`src/sv/mwd_pkg.sv`:
```
// Shared types and constants of the multitouch dejitter filter.
// No dependencies; every other file of the block imports this package.
`default_nettype none

package mwd_pkg;

    // Field widths of one sample and one result.
    localparam int POS_W   = 15;
    localparam int PRESS_W = 16;
    localparam int THR_W   = 32;

    // History ring geometry.
    localparam int HIST_DEPTH = 8;
    localparam int SLOT_W     = 3;
    localparam int CNT_W      = 4;

    // Shared multiply-accumulate unit.
    localparam int OPD_W = 16;
    localparam int ACC_W = 2 * OPD_W;

    // Weight table: one row per history fill of two to eight samples.
    localparam int NROWS = 7;
    localparam int ROW_W = 3;
    localparam int WGT_W = 4;
    localparam int SH_W  = 3;

    localparam logic [THR_W-1:0] MOVE_THR_RESET = 32'd15;

    // Operation codes of an input item.
    localparam logic OP_SAMPLE = 1'b0;
    localparam logic OP_FRAME  = 1'b1;

    // Weights, newest sample first; each row sums to a power of two.
    localparam logic [WGT_W-1:0] WTAB [NROWS][HIST_DEPTH] = '{
        '{4'd5,  4'd3, 4'd0, 4'd0, 4'd0, 4'd0, 4'd0, 4'd0},
        '{4'd8,  4'd5, 4'd3, 4'd0, 4'd0, 4'd0, 4'd0, 4'd0},
        '{4'd6,  4'd4, 4'd3, 4'd3, 4'd0, 4'd0, 4'd0, 4'd0},
        '{4'd10, 4'd8, 4'd5, 4'd5, 4'd4, 4'd0, 4'd0, 4'd0},
        '{4'd9,  4'd7, 4'd5, 4'd4, 4'd4, 4'd3, 4'd0, 4'd0},
        '{4'd9,  4'd6, 4'd5, 4'd4, 4'd3, 4'd3, 4'd2, 4'd0},
        '{4'd9,  4'd5, 4'd4, 4'd3, 4'd3, 4'd3, 4'd3, 4'd2}
    };

    // Right shift that divides by the weight total of each row.
    localparam logic [SH_W-1:0] WSHIFT [NROWS] = '{
        3'd3, 3'd4, 3'd4, 3'd5, 3'd5, 3'd5, 3'd5
    };

    typedef enum logic [2:0] {
        ST_IDLE,
        ST_DX,
        ST_DY,
        ST_CMP,
        ST_MX,
        ST_MY,
        ST_MP,
        ST_DONE
    } mwd_state_t;

    typedef enum logic [1:0] {
        ACC_X,
        ACC_Y,
        ACC_P
    } mwd_acc_sel_t;

    // Command to the shared multiply-accumulate unit.
    typedef struct packed {
        logic               en;
        logic               clr;
        mwd_acc_sel_t       sel;
        logic [OPD_W-1:0]   a;
        logic [OPD_W-1:0]   b;
    } mwd_mac_cmd_t;

    typedef struct packed {
        logic               operation;
        logic               tracked;
        logic               finger_index;
        logic [POS_W-1:0]   pos_x;
        logic [POS_W-1:0]   pos_y;
        logic [PRESS_W-1:0] press_in;
    } mwd_item_t;

    // One history entry.
    typedef struct packed {
        logic [POS_W-1:0]   x;
        logic [POS_W-1:0]   y;
        logic [PRESS_W-1:0] p;
    } mwd_entry_t;

    typedef struct packed {
        logic               finger;
        logic [POS_W-1:0]   x;
        logic [POS_W-1:0]   y;
        logic [PRESS_W-1:0] p;
    } mwd_res_t;

endpackage

`default_nettype wire

```
`src/sv/mwd_ifs.sv`:
```
// Valid/ready channel interfaces for samples, results and configuration.
// Depends on mwd_pkg for the field widths.
`default_nettype none

interface mwd_in_if import mwd_pkg::*; ();
    logic               valid;
    logic               ready;
    logic               operation;
    logic               tracked;
    logic               finger_index;
    logic [POS_W-1:0]   pos_x;
    logic [POS_W-1:0]   pos_y;
    logic [PRESS_W-1:0] press_in;

    modport source (
        output valid, operation, tracked, finger_index, pos_x, pos_y, press_in,
        input  ready
    );
    modport sink (
        input  valid, operation, tracked, finger_index, pos_x, pos_y, press_in,
        output ready
    );
endinterface

interface mwd_out_if import mwd_pkg::*; ();
    logic               valid;
    logic               ready;
    logic               finger_out;
    logic [POS_W-1:0]   smooth_x;
    logic [POS_W-1:0]   smooth_y;
    logic [PRESS_W-1:0] smooth_press;

    modport source (
        output valid, finger_out, smooth_x, smooth_y, smooth_press,
        input  ready
    );
    modport sink (
        input  valid, finger_out, smooth_x, smooth_y, smooth_press,
        output ready
    );
endinterface

interface mwd_cfg_if import mwd_pkg::*; ();
    logic               valid;
    logic               ready;
    logic [THR_W-1:0]   move_threshold;

    modport source (
        output valid, move_threshold,
        input  ready
    );
    modport sink (
        input  valid, move_threshold,
        output ready
    );
endinterface

`default_nettype wire

```
`src/sv/multitouch_weighted_dejitter_core.sv`:
```
// Multitouch dejitter filter. A tracked sample is stored in its finger's
// eight-entry ring, and when the finger holds two to eight samples the result
// is their weighted average, newest weighted most; a single sample, an
// untracked sample, or one whose squared move from the previous sample exceeds
// move_threshold passes through unchanged, and a finger absent in the previous
// frame starts a new history. An end-of-frame item moves the presence flags
// and gives no result. All arithmetic goes through one multiply-accumulate
// unit: a filtered sample takes three products per history entry plus the
// two squares of the movement check, a sample that moved too far only the
// two squares, and a single or untracked sample none. No new item is taken
// until the previous sample's result has entered the output register, where
// it waits, so the next item is taken while it is still unread. The history
// needs no clearing after reset.
// Depends on mwd_pkg, the channel interfaces, mwd_seq, mwd_mac and mwd_hist.
`default_nettype none

module multitouch_weighted_dejitter_core
    import mwd_pkg::*;
#(
    parameter int FINGERS = 2
)
(
    input  wire logic clk,
    input  wire logic rst_n,
    mwd_in_if.sink    sample,
    mwd_cfg_if.sink   cfg,
    mwd_out_if.source result
);

    localparam int ADDR_W = $clog2(FINGERS * HIST_DEPTH);

    logic [THR_W-1:0]  thr_reg;
    logic              out_valid_reg, out_valid_next;
    mwd_res_t          out_data_reg;

    mwd_item_t         item;
    logic              item_ready;
    mwd_mac_cmd_t      mac_cmd;
    logic [ACC_W-1:0]  acc_x;
    logic [ACC_W-1:0]  acc_y;
    logic [ACC_W-1:0]  acc_p;
    logic              wr_en;
    logic [ADDR_W-1:0] wr_addr;
    mwd_entry_t        wr_data;
    logic              rd_en;
    logic [ADDR_W-1:0] rd_addr;
    mwd_entry_t        rd_data;
    mwd_res_t          res;
    logic              res_push;
    logic              res_free;

    // Configuration register; a write transfer is always taken.
    assign cfg.ready = 1'b1;

    always_ff @(posedge clk or negedge rst_n)
    begin
        if (!rst_n)
            thr_reg <= MOVE_THR_RESET;
        else if (cfg.valid)
            thr_reg <= cfg.move_threshold;
    end

    // Input channel into the sequencer.
    assign item = '{operation:    sample.operation,
                    tracked:      sample.tracked,
                    finger_index: sample.finger_index,
                    pos_x:        sample.pos_x,
                    pos_y:        sample.pos_y,
                    press_in:     sample.press_in};
    assign sample.ready = item_ready;

    mwd_seq #(
        .FINGERS (FINGERS)
    ) u_seq (
        .clk            (clk),
        .rst_n          (rst_n),
        .item           (item),
        .item_valid     (sample.valid),
        .item_ready     (item_ready),
        .move_threshold (thr_reg),
        .mac_cmd        (mac_cmd),
        .acc_x          (acc_x),
        .acc_y          (acc_y),
        .acc_p          (acc_p),
        .wr_en          (wr_en),
        .wr_addr        (wr_addr),
        .wr_data        (wr_data),
        .rd_en          (rd_en),
        .rd_addr        (rd_addr),
        .rd_data        (rd_data),
        .res            (res),
        .res_push       (res_push),
        .res_free       (res_free)
    );

    mwd_mac u_mac (
        .clk   (clk),
        .cmd   (mac_cmd),
        .acc_x (acc_x),
        .acc_y (acc_y),
        .acc_p (acc_p)
    );

    mwd_hist #(
        .FINGERS (FINGERS)
    ) u_hist (
        .clk     (clk),
        .wr_en   (wr_en),
        .wr_addr (wr_addr),
        .wr_data (wr_data),
        .rd_en   (rd_en),
        .rd_addr (rd_addr),
        .rd_data (rd_data)
    );

    // Output register: takes a result when empty or being drained.
    assign res_free = !out_valid_reg || result.ready;

    always_comb
    begin
        out_valid_next = out_valid_reg;
        if (res_push)
            out_valid_next = 1'b1;
        else if (result.ready)
            out_valid_next = 1'b0;
    end

    always_ff @(posedge clk or negedge rst_n)
    begin
        if (!rst_n)
            out_valid_reg <= 1'b0;
        else
            out_valid_reg <= out_valid_next;
    end

    always_ff @(posedge clk)
    begin
        if (res_push)
            out_data_reg <= res;
    end

    assign result.valid        = out_valid_reg;
    assign result.finger_out   = out_data_reg.finger;
    assign result.smooth_x     = out_data_reg.x;
    assign result.smooth_y     = out_data_reg.y;
    assign result.smooth_press = out_data_reg.p;

endmodule

`default_nettype wire

```
`src/sv/mwd_mac.sv`:
```
// Shared multiply-accumulate unit with three accumulators (x, y, pressure).
// Depends on mwd_pkg for the command type and widths.
`default_nettype none

module mwd_mac
    import mwd_pkg::*;
(
    input  wire logic             clk,
    input  wire mwd_mac_cmd_t     cmd,
    output logic [ACC_W-1:0]      acc_x,
    output logic [ACC_W-1:0]      acc_y,
    output logic [ACC_W-1:0]      acc_p
);

    logic [ACC_W-1:0] acc_x_reg;
    logic [ACC_W-1:0] acc_y_reg;
    logic [ACC_W-1:0] acc_p_reg;
    logic [ACC_W-1:0] acc_x_next;
    logic [ACC_W-1:0] acc_y_next;
    logic [ACC_W-1:0] acc_p_next;
    logic [ACC_W-1:0] prod;
    logic [ACC_W-1:0] addend;
    logic [ACC_W-1:0] sum;

    // One product per cycle, added to the selected accumulator or to zero.
    assign prod = cmd.a * cmd.b;

    always_comb
    begin
        case (cmd.sel)
            ACC_X:   addend = acc_x_reg;
            ACC_Y:   addend = acc_y_reg;
            ACC_P:   addend = acc_p_reg;
            default: addend = acc_x_reg;
        endcase
        sum = (cmd.clr ? '0 : addend) + prod;
    end

    // Write the sum back to the selected accumulator.
    always_comb
    begin
        acc_x_next = acc_x_reg;
        acc_y_next = acc_y_reg;
        acc_p_next = acc_p_reg;
        if (cmd.en)
        begin
            case (cmd.sel)
                ACC_X:   acc_x_next = sum;
                ACC_Y:   acc_y_next = sum;
                ACC_P:   acc_p_next = sum;
                default: acc_x_next = sum;
            endcase
        end
    end

    always_ff @(posedge clk)
    begin
        acc_x_reg <= acc_x_next;
        acc_y_reg <= acc_y_next;
        acc_p_reg <= acc_p_next;
    end

    assign acc_x = acc_x_reg;
    assign acc_y = acc_y_reg;
    assign acc_p = acc_p_reg;

endmodule

`default_nettype wire

```
`src/sv/mwd_hist.sv`:
```
// History memory: one ring of samples per finger, one write and one read port.
// Depends on mwd_pkg for the entry type; read data is registered.
`default_nettype none

module mwd_hist
    import mwd_pkg::*;
#(
    parameter  int FINGERS = 2,
    localparam int DEPTH   = FINGERS * HIST_DEPTH,
    localparam int ADDR_W  = $clog2(DEPTH)
)
(
    input  wire logic              clk,
    input  wire logic              wr_en,
    input  wire logic [ADDR_W-1:0] wr_addr,
    input  wire mwd_entry_t        wr_data,
    input  wire logic              rd_en,
    input  wire logic [ADDR_W-1:0] rd_addr,
    output mwd_entry_t             rd_data
);

    mwd_entry_t hist_mem [DEPTH];
    mwd_entry_t rd_data_reg;

    // Write port.
    always_ff @(posedge clk)
    begin
        if (wr_en)
        begin
            hist_mem[wr_addr] <= wr_data;
        end
    end

    // Registered read port; data holds until the next read.
    always_ff @(posedge clk)
    begin
        if (rd_en)
        begin
            rd_data_reg <= hist_mem[rd_addr];
        end
    end

    assign rd_data = rd_data_reg;

endmodule

`default_nettype wire

```
`src/sv/mwd_seq.sv`:
```
// Sequencer: per-finger ring state, movement check and weighted-sum loop.
// Depends on mwd_pkg; drives the shared MAC unit and the history memory.
`default_nettype none

module mwd_seq
    import mwd_pkg::*;
#(
    parameter  int FINGERS = 2,
    localparam int FIDX_W  = (FINGERS > 1) ? $clog2(FINGERS) : 1,
    localparam int ADDR_W  = $clog2(FINGERS * HIST_DEPTH)
)
(
    input  wire logic              clk,
    input  wire logic              rst_n,
    input  wire mwd_item_t         item,
    input  wire logic              item_valid,
    output logic                   item_ready,
    input  wire logic [THR_W-1:0]  move_threshold,
    output mwd_mac_cmd_t           mac_cmd,
    input  wire logic [ACC_W-1:0]  acc_x,
    input  wire logic [ACC_W-1:0]  acc_y,
    input  wire logic [ACC_W-1:0]  acc_p,
    output logic                   wr_en,
    output logic [ADDR_W-1:0]      wr_addr,
    output mwd_entry_t             wr_data,
    output logic                   rd_en,
    output logic [ADDR_W-1:0]      rd_addr,
    input  wire mwd_entry_t        rd_data,
    output mwd_res_t               res,
    output logic                   res_push,
    input  wire logic              res_free
);

    mwd_state_t         state_reg, state_next;
    logic [CNT_W-1:0]   cnt_reg  [FINGERS];
    logic [CNT_W-1:0]   cnt_next [FINGERS];
    logic [SLOT_W-1:0]  ring_reg  [FINGERS];
    logic [SLOT_W-1:0]  ring_next [FINGERS];
    logic [FINGERS-1:0] seen_last_reg, seen_last_next;
    logic [FINGERS-1:0] seen_this_reg, seen_this_next;

    logic [FIDX_W-1:0]  fidx_reg, fidx_next;
    logic               finger_reg, finger_next;
    logic [POS_W-1:0]   x_reg, x_next;
    logic [POS_W-1:0]   y_reg, y_next;
    logic [PRESS_W-1:0] p_reg, p_next;
    logic [SLOT_W-1:0]  cur_head_reg, cur_head_next;
    logic [CNT_W-1:0]   n_reg, n_next;
    logic [SLOT_W-1:0]  i_reg, i_next;
    logic               filt_reg, filt_next;

    logic               in_frame;
    logic               in_untracked;
    logic [FIDX_W-1:0]  in_fidx;
    logic [SLOT_W-1:0]  in_head;
    logic [CNT_W-1:0]   in_count;
    logic               move_reset;
    logic [CNT_W-1:0]   n_upd;
    logic               last_entry;
    logic [ROW_W-1:0]   row;
    logic [WGT_W-1:0]   weight;
    logic [SH_W-1:0]    shamt;
    logic [POS_W-1:0]   dx;
    logic [POS_W-1:0]   dy;
    logic               first_entry;
    logic [SLOT_W-1:0]  next_slot;
    logic [ACC_W-1:0]   sx;
    logic [ACC_W-1:0]   sy;
    logic [ACC_W-1:0]   sp;

    // Decode of the offered item.
    assign in_frame     = (item.operation == OP_FRAME);
    assign in_untracked = !item.tracked || (32'(item.finger_index) >= 32'(FINGERS));
    assign in_fidx      = FIDX_W'(item.finger_index);
    assign in_head      = ring_reg[in_fidx];
    assign in_count     = seen_last_reg[in_fidx] ? cnt_reg[in_fidx] : '0;

    // Movement check and fill update.
    assign move_reset = (acc_x > ACC_W'(move_threshold));
    assign n_upd      = (n_reg == CNT_W'(HIST_DEPTH)) ? n_reg : n_reg + CNT_W'(1);
    assign last_entry = ({1'b0, i_reg} == (n_reg - CNT_W'(1)));

    // Weight lookup for the current fill and entry.
    assign row         = ROW_W'(n_reg - CNT_W'(2));
    assign weight      = WTAB[row][i_reg];
    assign shamt       = WSHIFT[row];
    assign first_entry = (i_reg == '0);
    assign next_slot   = cur_head_reg - i_reg - SLOT_W'(1);

    // Absolute differences to the previous sample.
    assign dx = (x_reg >= rd_data.x) ? x_reg - rd_data.x : rd_data.x - x_reg;
    assign dy = (y_reg >= rd_data.y) ? y_reg - rd_data.y : rd_data.y - y_reg;

    // Next state.
    always_comb
    begin
        state_next = state_reg;
        case (state_reg)
            ST_IDLE:
            begin
                if (item_valid)
                begin
                    if (in_frame)
                        state_next = ST_IDLE;
                    else if (in_untracked || (in_count == '0))
                        state_next = ST_DONE;
                    else
                        state_next = ST_DX;
                end
            end
            ST_DX:   state_next = ST_DY;
            ST_DY:   state_next = ST_CMP;
            ST_CMP:  state_next = move_reset ? ST_DONE : ST_MX;
            ST_MX:   state_next = ST_MY;
            ST_MY:   state_next = ST_MP;
            ST_MP:   state_next = last_entry ? ST_DONE : ST_MX;
            ST_DONE:
            begin
                if (res_free)
                    state_next = ST_IDLE;
            end
            default: state_next = ST_IDLE;
        endcase
    end

    // Outputs: handshake, memory access and MAC commands.
    always_comb
    begin
        item_ready  = 1'b0;
        res_push    = 1'b0;
        wr_en       = 1'b0;
        wr_addr     = ADDR_W'({in_fidx, in_head});
        wr_data     = '{x: item.pos_x, y: item.pos_y, p: item.press_in};
        rd_en       = 1'b0;
        rd_addr     = ADDR_W'({fidx_reg, next_slot});
        mac_cmd     = '{en: 1'b0, clr: 1'b0, sel: ACC_X, a: '0, b: '0};
        case (state_reg)
            ST_IDLE:
            begin
                item_ready = 1'b1;
                if (item_valid && !in_frame && !in_untracked)
                begin
                    wr_en   = 1'b1;
                    rd_en   = 1'b1;
                    rd_addr = ADDR_W'({in_fidx, in_head - SLOT_W'(1)});
                end
            end
            ST_DX:
            begin
                mac_cmd = '{en: 1'b1, clr: 1'b1, sel: ACC_X,
                            a: OPD_W'(dx), b: OPD_W'(dx)};
            end
            ST_DY:
            begin
                mac_cmd = '{en: 1'b1, clr: 1'b0, sel: ACC_X,
                            a: OPD_W'(dy), b: OPD_W'(dy)};
            end
            ST_MX:
            begin
                mac_cmd = '{en: 1'b1, clr: first_entry, sel: ACC_X,
                            a: OPD_W'(first_entry ? x_reg : rd_data.x),
                            b: OPD_W'(weight)};
            end
            ST_MY:
            begin
                mac_cmd = '{en: 1'b1, clr: first_entry, sel: ACC_Y,
                            a: OPD_W'(first_entry ? y_reg : rd_data.y),
                            b: OPD_W'(weight)};
            end
            ST_MP:
            begin
                mac_cmd = '{en: 1'b1, clr: first_entry, sel: ACC_P,
                            a: OPD_W'(first_entry ? p_reg : rd_data.p),
                            b: OPD_W'(weight)};
                rd_en   = 1'b1;
            end
            ST_DONE:
            begin
                res_push = res_free;
            end
            default:
            begin
                item_ready = 1'b0;
            end
        endcase
    end

    // Next values of the ring state and of the item being worked on.
    always_comb
    begin
        cnt_next       = cnt_reg;
        ring_next      = ring_reg;
        seen_last_next = seen_last_reg;
        seen_this_next = seen_this_reg;
        fidx_next      = fidx_reg;
        finger_next    = finger_reg;
        x_next         = x_reg;
        y_next         = y_reg;
        p_next         = p_reg;
        cur_head_next  = cur_head_reg;
        n_next         = n_reg;
        i_next         = i_reg;
        filt_next      = filt_reg;
        case (state_reg)
            ST_IDLE:
            begin
                if (item_valid)
                begin
                    if (in_frame)
                    begin
                        seen_last_next = seen_this_reg;
                        seen_this_next = '0;
                    end
                    else
                    begin
                        finger_next = item.finger_index;
                        x_next      = item.pos_x;
                        y_next      = item.pos_y;
                        p_next      = item.press_in;
                        filt_next   = 1'b0;
                        if (!in_untracked)
                        begin
                            fidx_next               = in_fidx;
                            cur_head_next           = in_head;
                            ring_next[in_fidx]      = in_head + SLOT_W'(1);
                            seen_this_next[in_fidx] = 1'b1;
                            n_next                  = in_count;
                            if (in_count == '0)
                                cnt_next[in_fidx] = CNT_W'(1);
                        end
                    end
                end
            end
            ST_CMP:
            begin
                if (move_reset)
                begin
                    cnt_next[fidx_reg] = CNT_W'(1);
                end
                else
                begin
                    cnt_next[fidx_reg] = n_upd;
                    n_next             = n_upd;
                    i_next             = '0;
                    filt_next          = 1'b1;
                end
            end
            ST_MP:
            begin
                if (!last_entry)
                    i_next = i_reg + SLOT_W'(1);
            end
            default:
            begin
                n_next = n_reg;
            end
        endcase
    end

    // Control state.
    always_ff @(posedge clk or negedge rst_n)
    begin
        if (!rst_n)
        begin
            state_reg     <= ST_IDLE;
            cnt_reg       <= '{default: '0};
            ring_reg      <= '{default: '0};
            seen_last_reg <= '0;
            seen_this_reg <= '0;
        end
        else
        begin
            state_reg     <= state_next;
            cnt_reg       <= cnt_next;
            ring_reg      <= ring_next;
            seen_last_reg <= seen_last_next;
            seen_this_reg <= seen_this_next;
        end
    end

    // Item registers.
    always_ff @(posedge clk)
    begin
        fidx_reg     <= fidx_next;
        finger_reg   <= finger_next;
        x_reg        <= x_next;
        y_reg        <= y_next;
        p_reg        <= p_next;
        cur_head_reg <= cur_head_next;
        n_reg        <= n_next;
        i_reg        <= i_next;
        filt_reg     <= filt_next;
    end

    // Result: the scaled weighted sums, or the raw sample.
    assign sx = acc_x >> shamt;
    assign sy = acc_y >> shamt;
    assign sp = acc_p >> shamt;

    always_comb
    begin
        res.finger = finger_reg;
        res.x      = filt_reg ? sx[POS_W-1:0]   : x_reg;
        res.y      = filt_reg ? sy[POS_W-1:0]   : y_reg;
        res.p      = filt_reg ? sp[PRESS_W-1:0] : p_reg;
    end

endmodule

`default_nettype wire
```
`src/flat_wrapper.sv`:
```
// flat-port wrapper written by rule: the top's interface ports become plain ports
module multitouch_weighted_dejitter_core_flat import mwd_pkg::*;
#(
    parameter int FINGERS = 2
)
  (clk, rst_n, sample_valid, sample_operation, sample_tracked, sample_finger_index, sample_pos_x, sample_pos_y, sample_press_in, sample_ready, cfg_valid, cfg_move_threshold, cfg_ready, result_valid, result_finger_out, result_smooth_x, result_smooth_y, result_smooth_press, result_ready);
  mwd_in_if sample_i ();
  mwd_cfg_if cfg_i ();
  mwd_out_if result_i ();
  input  wire logic clk;
  input  wire logic rst_n;
  input wire logic [$bits(sample_i.valid)-1:0] sample_valid;
  input wire logic [$bits(sample_i.operation)-1:0] sample_operation;
  input wire logic [$bits(sample_i.tracked)-1:0] sample_tracked;
  input wire logic [$bits(sample_i.finger_index)-1:0] sample_finger_index;
  input wire logic [$bits(sample_i.pos_x)-1:0] sample_pos_x;
  input wire logic [$bits(sample_i.pos_y)-1:0] sample_pos_y;
  input wire logic [$bits(sample_i.press_in)-1:0] sample_press_in;
  output wire logic [$bits(sample_i.ready)-1:0] sample_ready;
  input wire logic [$bits(cfg_i.valid)-1:0] cfg_valid;
  input wire logic [$bits(cfg_i.move_threshold)-1:0] cfg_move_threshold;
  output wire logic [$bits(cfg_i.ready)-1:0] cfg_ready;
  output wire logic [$bits(result_i.valid)-1:0] result_valid;
  output wire logic [$bits(result_i.finger_out)-1:0] result_finger_out;
  output wire logic [$bits(result_i.smooth_x)-1:0] result_smooth_x;
  output wire logic [$bits(result_i.smooth_y)-1:0] result_smooth_y;
  output wire logic [$bits(result_i.smooth_press)-1:0] result_smooth_press;
  input wire logic [$bits(result_i.ready)-1:0] result_ready;
  assign sample_i.valid = sample_valid;
  assign sample_i.operation = sample_operation;
  assign sample_i.tracked = sample_tracked;
  assign sample_i.finger_index = sample_finger_index;
  assign sample_i.pos_x = sample_pos_x;
  assign sample_i.pos_y = sample_pos_y;
  assign sample_i.press_in = sample_press_in;
  assign sample_ready = sample_i.ready;
  assign cfg_i.valid = cfg_valid;
  assign cfg_i.move_threshold = cfg_move_threshold;
  assign cfg_ready = cfg_i.ready;
  assign result_valid = result_i.valid;
  assign result_finger_out = result_i.finger_out;
  assign result_smooth_x = result_i.smooth_x;
  assign result_smooth_y = result_i.smooth_y;
  assign result_smooth_press = result_i.smooth_press;
  assign result_i.ready = result_ready;
  multitouch_weighted_dejitter_core #(.FINGERS(FINGERS)) u_core (.clk(clk), .rst_n(rst_n), .sample(sample_i), .cfg(cfg_i), .result(result_i));
endmodule
```
`config.mk`:
```
export PLATFORM = sky130hd
export DESIGN_NAME = multitouch_weighted_dejitter_core_flat
export DESIGN_NICKNAME = d
export VERILOG_FILES = /design/src/sv/mwd_pkg.sv /design/src/sv/mwd_ifs.sv /design/src/sv/multitouch_weighted_dejitter_core.sv /design/src/sv/mwd_mac.sv /design/src/sv/mwd_hist.sv /design/src/sv/mwd_seq.sv /design/src/flat_wrapper.sv
export SDC_FILE = /design/constraint.sdc
export NUM_CORES = 2
export LEC_CHECK = 0
export BUFFER_PORTS_ARGS = -buffer_cell sky130_fd_sc_hd__buf_2
export CELL_PAD_IN_SITES_DETAIL_PLACEMENT = 1
export CELL_PAD_IN_SITES_GLOBAL_PLACEMENT = 1
export CORE_MARGIN = 4
export CORE_UTILIZATION = 40
export CTS_CLUSTER_DIAMETER = 150
export DETAILED_ROUTE_END_ITERATION = 10
export GPL_TIMING_DRIVEN = 0
export PLACE_DENSITY = 0.64
export SLEW_MARGIN = 30
export SYNTH_ARGS = -nofsm -noshare
export SYNTH_HDL_FRONTEND = slang
export SYNTH_SLANG_ARGS = --single-unit
```
`constraint.sdc`:
```
create_clock -name clk -period 19.84 [get_ports clk]
set_clock_uncertainty 0.2 [all_clocks]
set_input_delay 0.992 -clock clk [delete_from_list [all_inputs] [get_ports clk]]
set_output_delay 0.992 -clock clk [all_outputs]
set_load 0.03 [all_outputs]
```
==> flow_summary_export.csv <==
group,metric,value,unit
outcome,status,"finished clean",
logic_synthesis,netlist_top_cells_count,"edfxtp_1, inv_1, nand2_1",
placement,place_hpwl,137000,um
logic_synthesis,synth-edff-count,984,
final_layout,largest_reg_flops,736,
placement,placed_cell_area,60000,um2
logic_synthesis,synth.avg_cell_area,13.5,um2
final_layout,area.growth.synth_to_final,14.2,%
placement,io_buffers,133,
logic_synthesis,yosys.area.top_type,"edfxtp_1",
final_layout,nets,4985,
setup_path,worstPathRequired,20.17,ns
clock_tree,ctsResizeCount,0,
floorplan,die_height,381,um
global_routing,antenna_found_initial,15,
sta,hold_viol,0,
global_routing,grt_max_degree,55,
floorplan,rows,136,
drt,viasPerCell,5.53,
sta,fin_crit_sh,52.5,%
sta,finalSetupViolations,0,
final_layout,final_area,63600,um2
clock_tree,path_clk_slew,0.06,ns
global_routing,grt_first_pass_wirelength,258000,um
logic_synthesis,synth_area_leaders,"edfxtp_1, mux4_2, fa_1",
drt,routed_wl,176000,um
floorplan,core-area,138000,um2
setup_path,cp_slowest_cell,"o41ai_1",
setup_path,crit_path_start,"u_core.u_seq.x_reg[0]$_DFFE_PP_",
final_layout,fillers,14100,
logic_synthesis,synth.most_common_cell,"edfxtp_1",
setup_path,critPathArrivalTime,10.76,ns
setup_path,critPathLaunchType,"register",
run,cap_viol_max_count,0,
logic_synthesis,async_reset_ff_share,5.20,%
sta,worst_pin_slew,1.02,ns
drt,drc,0,
logic_synthesis,ys_types,97,
drt,drt_iter0_drc,2844,
logic_synthesis,synth.cell_area,55700,um2
global_routing,grt-ovfl-total,0,
clock_tree,clock_sinks,1038,
sta,max_clock_freq,0.0959,GHz
sta,holdWs,0.114,ns
floorplan,pin_count,136,
sta,tns,0,ns
drt,drt-pass1-iter-count,5,
clock_tree,cts_max_path_buffers,3,
final_layout,seq_area,30900,um2
setup_path,critPathKind,"reg -> reg",
clock_tree,clockRootBuffer,"clkbuf_16",
clock_tree,cts_hold_buffers,0,
final_layout,layout-drive-gt1-share,16.1,%
placement,place_congestion,0.917,
sta,rsz0062_at_grt,"false",
setup_path,cp_top_family,"adder cells",
setup_path,crit_fanout,10,
setup_path,end_kind,"register",
floorplan,start_util,40.4,%
drt,ant_nets,0,
final_layout,multi_input_area,22200,um2
setup_path,critPathMaxStageDelay,0.67,ns
global_routing,grt_use_total,24.0,%
floorplan,dieArea,145000,um2
logic_synthesis,synth_warnings,0,
logic_synthesis,synth-seq-cells,1038,
sta,drv_slew,0,
clock_tree,cts_made_buffers,110,
sta,min_period,10.42,ns
worst_hold_path,hold_path.class,"in -> async",
setup_path,crit_top_cell,"fa_1",
drt,wl_per_cell,27.4,um
sta,relSlewSlack,32.1,%
setup_path,r2r-start,"u_core.u_seq.x_reg[0]$_DFFE_PP_",
clock_tree,tritoncts,"done",
logic_synthesis,ys_seq_area_share,55.5,%
clock_tree,cts_setup_buffers,0,
logic_synthesis,synth-main-ff-cell,"edfxtp_1",
logic_synthesis,yosysTopAreaCellShare,53.0,%
logic_synthesis,syn-instance-count,4140,
clock_tree,htreeDepth,3,
setup_path,ff2ff_setup_slack,9.42,ns
floorplan,die_x,381,um
drt,vias,35500,
setup_path,cp_num_buf_inv,7,
clock_tree,clk-insertion-delay-late,0.76,ns
global_routing,grt_pass1_vias,37700,
## cell type report
cell class | instances | area share, %
Sequential cell | 1038 | 48.6
Multi-Input combinational cell | 2433 | 35.0
Clock buffer | 136 | 4.53
Tap cell | 1863 | 3.66
Timing Repair Buffer | 198 | 2.75
Inverter | 461 | 2.72
Buffer | 219 | 1.65
Clock inverter | 69 | 1.10
Antenna cell | 4 | 0.0157
## per-layer routing
metal / wire length [um] / vias up / global-route usage [%]
met5: 38 / - / 0
met2: 88400 / 1013 / 41.5
met4: 6420 / 6 / 8.26
met1: 72100 / 18500 / 31.2
li1: - / 15700 / -
met3: 8960 / 252 / 3.36
## kinds of logic (layout without fill, tap and decap cells)
logic type	count (synthesis)	in the layout	synth area share, %
AO/OA/AOI/OAI	724	724	8.41
XOR/XNOR	60	60	0.957
adder cells (fa/ha/maj)	438	438	12.7
buffers and inverters	680	1083	4.99
flip-flops	1038	1038	55.5
multiplexers	320	320	10.2
other	2	17	0.0135
AND/OR/NAND/NOR	878	878	7.25
## cells in the final DEF (no fill, tap or decap), types with 28 or more instances in the layout
cell	synthesis	routed
a21o_1	46	46
xnor2_1	39	39
fa_1	216	216
buf_16	0	28
clkinv_1	2	29
o21ai_0	156	156
dfrtp_1	50	50
clkbuf_1	114	136
a21oi_1	192	192
nor2b_1	36	36
buf_4	14	46
mux2i_1	115	114
and2_1	57	57
clkbuf_16	0	111
a22oi_1	35	35
buf_2	62	195
inv_1	454	454
a31oi_1	62	62
a211oi_1	63	63
nor2_1	239	226
ha_1	222	220
edfxtp_1	984	984
nand2_1	333	332
nand3_1	47	47
nand2b_1	39	39
mux4_2	195	195
## through the flow
stage	util (%)	setup WS (ns)	cells
finish	46.1	9.42	6421
global route	46.1	8.90	6417
CTS	46.1	9.46	6417
detailed placement	43.5	9.44	6212
global placement	42.6	9.17	6147
floorplan	-	11.47	4151
## worst register-to-register path: cells and delay by family (launching register included)
kind	cells	cell delay (ns)
AO/OA/AOI/OAI	12	3.42
XOR/XNOR	1	0.36
adder cells (fa/ha/maj)	9	4.01
buffers and inverters	7	0.79
flip-flops	1	0.53
AND/OR/NAND/NOR	3	0.93
## worst paths after layout
| path | to | cells after the start |
|---|---|---|
| worst max-delay path | u_core.u_mac.acc_x[31]$_DFFE_PP_ | 32 |
| min in group clk | u_core.thr_reg[26]$_DFFE_PN0P_ | 3 |
| max in group asynchronous | u_core.thr_reg[18]$_DFFE_PN0P_ | 1 |
| worst max register to register | u_core.u_mac.acc_x[31]$_DFFE_PP_ | 32 |
| worst min register to register | u_core.result.finger_out$_DFFE_PP_ | 0 |
| worst min-delay path | u_core.u_seq.ring_reg[5]$_DFFE_PN0P_ | 1 |
Power is not shown: default switching activity piles up to over one toggle a cycle in this logic, so the estimate is an artifact.
